<file path="src/rtl/nhpool_pkg.sv">
`timescale 1ns / 1ps

package nhpool_pkg;

  localparam int POOL_ENTRIES_DEF = 256;

  localparam logic [15:0] COUNT_MAX = 16'hFFFF;

  // result status codes
  localparam logic [2:0] ST_REUSED  = 3'd0;
  localparam logic [2:0] ST_STORED  = 3'd1;
  localparam logic [2:0] ST_FULL    = 3'd2;
  localparam logic [2:0] ST_DROPPED = 3'd3;
  localparam logic [2:0] ST_FREED   = 3'd4;
  localparam logic [2:0] ST_IGNORED = 3'd5;

  localparam logic signed [8:0] IDX_NONE = 9'h1FF;

  typedef struct packed {
    logic        family;
    logic [63:0] gw_high;
    logic [63:0] gw_low;
    logic [31:0] oif;
  } key_t;

  typedef struct packed {
    logic [15:0] count;
    key_t        key;
  } entry_t;

  localparam int ENTRY_W = $bits(entry_t);

  // compare unit result
  typedef struct packed {
    logic        live;
    logic        match;
    logic        free;
    logic        last_ref;
    logic [15:0] cnt_inc;
    logic [15:0] cnt_dec;
  } cmp_t;

endpackage

</file>
<file path="src/rtl/nhpool_cmp.sv">
`timescale 1ns / 1ps

// Shared entry compare unit: checks one stored entry against the item key
// and prepares the bumped and dropped counts.
module nhpool_cmp (
  input  nhpool_pkg::entry_t entry,
  input  nhpool_pkg::key_t   key,
  output nhpool_pkg::cmp_t   res
);

  always_comb begin
    res.live     = (entry.count != 16'd0);
    res.free     = (entry.count == 16'd0);
    res.match    = res.live && (entry.key == key);
    res.last_ref = (entry.count == 16'd1);
    res.cnt_inc  = (entry.count == nhpool_pkg::COUNT_MAX) ? entry.count
                                                          : entry.count + 16'd1;
    res.cnt_dec  = entry.count - 16'd1;
  end

endmodule

</file>
<file path="config.mk">
export PLATFORM = sky130hd
export DESIGN_NAME = nhpool_cmp
export DESIGN_NICKNAME = d
export VERILOG_FILES = /design/src/rtl/nhpool_pkg.sv /design/src/rtl/nhpool_cmp.sv
export SDC_FILE = /design/constraint.sdc
export NUM_CORES = 1
export LEC_CHECK = 0
export BUFFER_PORTS_ARGS = -buffer_cell sky130_fd_sc_hd__buf_2
export CAP_MARGIN = 20
export CORE_AREA = 2 2 146 148
export DETAILED_ROUTE_END_ITERATION = 12
export DIE_AREA = 0 0 148 150
export PLACE_DENSITY_LB_ADDON = 0.3
export RECOVER_POWER = 25
export SLEW_MARGIN = 0
export SYNTH_ARGS = -nofsm -noshare
export SYNTH_HDL_FRONTEND = slang
export SYNTH_SLANG_ARGS = --single-unit
</file>
<file path="constraint.sdc">
create_clock -name vclk -period 5
set_clock_uncertainty 0.05 [all_clocks]
set_input_delay 0.5 -clock vclk [all_inputs]
set_output_delay 0.5 -clock vclk [all_outputs]
set_load 0.005 [all_outputs]
</file>
==> results.txt, run 1 <==
Total area of sequential cells: 0 um2
Avg Cell Area, Syn: 7.69 um2
Crit path launch: entry[166]
Worst ir drop on vdd: 0.0308 mV
Achievable Freq: 0.325 GHz
IO buf count: 374
Syn_nets: 661
Vias in the first global route: 3595
Area contributors post-synth: xnor2_1, nand4_1, xor2_1
Library cells used by synthesis: 33
Xor and xnor fraction of the mapped netlist area: 66.1%
Critical Path RT: 4450 ps
Global-route wire length before repair: 17800 um
Pwr per Cell Area: 76.4 nW/um2
Post-synth top area share: 58.0%
Detail Placement HPWL: 12100 um
Post-synthesis compound-gate area fraction: 1.58%
Drt pass-1 iters: 4
Unrepaired setup endpoints after global routing: false
Ports: 374
Final setup vio count: 0
Die Footprint: 22200 um2
Adder-Cell Fraction of Synth Area: 1.53%
Pleak: 0.00210 uW
Crit-path max FO: 6
WP data arrival: 2530 ps
Vias per inst: 3.73
Final core occ: 22.3%
CORE AREA: 20700 um2
Residual DRC: 0
Drt initial violations: 110
Cell row count: 53
Slew Viols, Final: 0
Delay of the slowest critical-path stage: 780 ps
Crit path launch type: input port
Maxcap violations: 0
Slowest CP cell: nor4_1
Largest family of logic cells by synthesized area: XOR/XNOR gates
Worst hold margin: 1300 ps
Post-CTS sizing: 0
Initial antenna violation count: 0
Area delta synth->final: 87.3%
Multi-input logic area: 2380 um2
Hold Fails Final Rpt: 0
Grt total ovfl: 0
Tmin final: 3080 ps
Synth Warn #: 0
Starting Density: 11.9%
Worst path cell trace: buf_2, nor4_1, nand2_2, or3_4, or3_4, xnor2_2, buf_2
Number of setup buffers added after CTS: 0
Post-synthesis instance area: 2460 um2
Synth area leader: xnor2_1
Cts hold-fix bufs: 0
Crit Path Category: input port to output pin
Hold Crit Class: input port to output pin
Setup crit end kind: output pin
WL final: 12700 um
Mux cell area share after synthesis: 0.864%
Clock buffer cells: 0
Number of fillers in the final layout: 2385
Final RePlAce weighted congestion: 0.874
Die extent in x: 148 um
Max-slew headroom: 40.6%
Die height: 150 um
Total vias in the final route: 3576
Num sequential: 0
Nets: 1028
Largest net degree at the start of global routing: 11
WL per Instance: 13.3 um
Setup crit end: res[10]
Status: finished, final reports clean
Placed cells: 960
Post-Route Setup TNS: 0 ps
Final WS setup: 1920 ps
Post-Syn Instances: 320
Layout cell share with drive strength beyond 1: 54.7%
Synth Area in Simple Gates: 27.2%
Worst-Margin Slew: 882 ps
Total GRT Usage: 10.2%
Post-synthesis sequential area ratio: 0%
Post-DRT Antenna Nets: 0
Ant diodes: 0
Final Cycle Share: 61.6%
Fin cells: 960
Pre-CTS WS: 2120 ps
==> placed cells by master (no fill, tap or decap), types with 2 or more instances in the layout <==
cell type and count:
a31oi_1 2, and3_1 3, buf_2 366, clkbuf_1 8
ha_1 3, inv_1 6, nand2_1 11, nand3_1 8
nand4_1 45, nor2_1 10, nor3_1 5, nor4_1 14
or3_4 2, or4_1 2, xnor2_1 163, xor2_1 21
==> power by group <==
part           switching [uW]  leakage, uW  internal, uW
combinational             148      0.00210           204
clock                       0            0             0
sequential                  0            0             0
total                     148      0.00210           204
==> critical path: cells and delay by family <==
| kind | cells | cell delay, ps |
|---|---|---|
| XOR/XNOR | 1 | 130 |
| buffers and inverters | 2 | 260 |
| AND/OR/NAND/NOR | 4 | 1640 |
==> through the flow <==
stage	area [um2]	total power, uW
floorplan	2460	156
finish	4610	352
CTS	4630	361
detailed placement	4630	359
global placement	4630	357
global route	4610	388
==> Yosys cell counts (all sizes together) <==
cell and n:
nand2 12, nor3 6, and4 1, ha 3
and3 3, o21ai 1, nand3 8, a21oi 1
or3 3, nor2b 1, mux2i 1, nand3b 1
nand2b 1, a31oi 2, nand4 46, a41oi 1
buf 6, xnor2 164, clkbuf 3, o21a 1
inv 6, nor2 10, xor2 21, mux2 1
or4 2, nor4 15
==> layer usage <==
layer  wire, um  share of wire (%)  up-vias  global-route usage [%]
li1           -                  -     1846                       -
met1       5120                 40     1537                    12.4
met2       6610                 52      187                    19.6
met3        914                7.2        6                    1.46
met4         95               0.75        0                   0.762
met5          0                  0        -                       0
==> worst min path at each step <==
stage	from	end	slack, ps	depth (start not counted)
after global placement	entry[171]	res[10]	1310	3
after detailed placement	entry[161]	res[0]	1310	3
after global routing	entry[168]	res[7]	1330	3
final	entry[165]	res[4]	1300	3
after floorplan	entry[171]	res[10]	1000	1
after CTS	entry[161]	res[0]	1310	3
==> area by class of cell <==
class              instances  share of cell area, %
well taps                275                   7.46
multi-input cells        305                   51.7
repair buffers           374                   40.4
inverters                  6                  0.489
==> logic make-up after synthesis <==
kind of cell,after synthesis
AOI/OAI and AO/OA,6
xor gates and xnor gates,185
adders and majority gates,3
buffers and inverters,15
muxes,2
and+or+nand+nor,109
No activity file was read; power rests on OpenSTA's default activity.
==> run 2, diff against run 1 <==
clock period = 2.88 ns   (was 5 ns; I/O delays follow)
==> run 2 against run 1 <==
Via count is 2.6% lower. Power is 74% higher. Critical endpoint is now res[26]. Hold slack worse by 440 ps. Count of clock-buffer cells in the layout stayed put. Sequential share of layout area stayed put. Worst setup slack worse by 1500 ps. Die area stayed put. Non-clock buffer count is 4 higher. Critical path depth is 1 higher. Final cell count is 0.42% higher. Critical path type unchanged. Wire length is 2.0% lower.
==> results.txt, run 2 (synthesis gave the netlist of run 1 again) <==
Met1 wire length: 5180 um
Final setup vio count: 0
WL met3: 792 um
Critical Path RT: 2540 ps
CP bufs+invs: 2
Max Used Layer: met4
Grt total ovfl: 0
Residual DRC: 0
Total area of sequential cells: 0 um2
WL per Instance: 12.9 um
Crit-path max FO: 10
Total GRT Usage: 10.1%
Post-DRT Antenna Nets: 0
Drt initial violations: 52
WP data arrival: 2080 ps
Worst ir drop on vdd: 0.0561 mV
Final RePlAce weighted congestion: 0.816
IO buf count: 374
Slowest CP cell: nor4_4
Achievable Freq: 0.413 GHz
Status: finished, final reports clean
Initial antenna violation count: 0
Die Footprint: 22200 um2
Num sequential: 0
Total vias in the final route: 3484
Die extent in x: 148 um
Nets: 1032
Worst hold margin: 865 ps
Clock buffer cells: 0
Delay of the slowest critical-path stage: 390 ps
WL final: 12500 um
Hold Fails Final Rpt: 0
Crit path launch type: input port
Delay-heaviest family, CP: simple AND/OR/NAND/NOR gates
Max-slew headroom: 66.8%
Most common cell after layout, fill and taps aside: buf_2
Most frequent cells in the layout: buf_2, xnor2_1, nand4_1
Vias in the first global route: 3550
Global-route wire length before repair: 17800 um
Post-CTS sizing: 0
Ant diodes: 0
Final Cycle Share: 84.0%
Largest net degree at the start of global routing: 11
Cts hold-fix bufs: 0
Number of setup buffers added after CTS: 0
Pleak: 0.00213 uW
Slew Viols, Final: 0
Cell row count: 53
Tmin final: 2420 ps
Worst-Margin Slew: 498 ps
Vias per inst: 3.61
CORE AREA: 20700 um2
Maxcap violations: 0
Post-Route Setup TNS: 0 ps
Setup crit end kind: output pin
Starting Density: 11.9%
Pwr per Cell Area: 131 nW/um2
Worst path cell trace: buf_2, ha_1, nand4_1, nor4_4, nand4_2, nand4_1, xnor2_1, buf_2
Crit path launch: entry[161]
Detail Placement HPWL: 11900 um
Worst Min Path Start: entry[161]
Number of fillers in the final layout: 2394
Die height: 150 um
Hold Crit Class: input port to output pin
Final core occ: 22.5%
Layout cell share with drive strength beyond 1: 55.4%
Area delta synth->final: 89.2%
Crit Path Category: input port to output pin
Drt pass-1 iters: 4
Routed wl met2: 6480 um
Unrepaired setup endpoints after global routing: false
Ports: 374
==> run 2: changes by cell type in the layout (fill, tap and decap cells not counted), sizes merged <==
cell	delta
clkbuf	-2
buf	+6
==> run 2: area by class of cell <==
class | count | area, um2 | share of cell area [%]
tap | 275 | 344 | 7.39
timing repair buffer | 378 | 1890 | 40.7
multi-input combinational | 305 | 2400 | 51.5
inverter | 6 | 22.5 | 0.484
==> run 2: worst min-delay path, delay by kind of cell <==
| family | cells | cell delay, ps |
|---|---|---|
| buffers and inverters | 3 | 330 |
==> run 2: final timing paths <==
check / endpoint / slack (ps) / cells after the start
worst min-delay path: res[0] / 870 / 3
worst max-delay path: res[26] / 460 / 8
==> run 2: report_power, final <==
| part | internal, uW | total, uW | leakage [uW] | switching, uW |
|---|---|---|---|---|
| registers | 0 | 0 | 0 | 0 |
| clock network | 0 | 0 | 0 | 0 |
| logic | 355 | 611 | 0.00213 | 256 |
==> run 2: stage by stage <==
stage          std cells  total power [uW]  setup slack [ps]  cell area [um2]
6_report             964               611               460             4660
5_1_grt              964               677               228             4660
4_1_cts              964               626               438             4660
3_5_place_dp         964               622               448             4660
3_3_place_gp         964               621               456             4660
2_1_floorplan        320               271               876             2460
==> run 2: per-layer routing <==
layer	track usage, %	up-vias
li1	-	1853
met1	12.8	1458
met2	19.7	171
met3	1.01	2
met4	0.143	0
met5	0	-
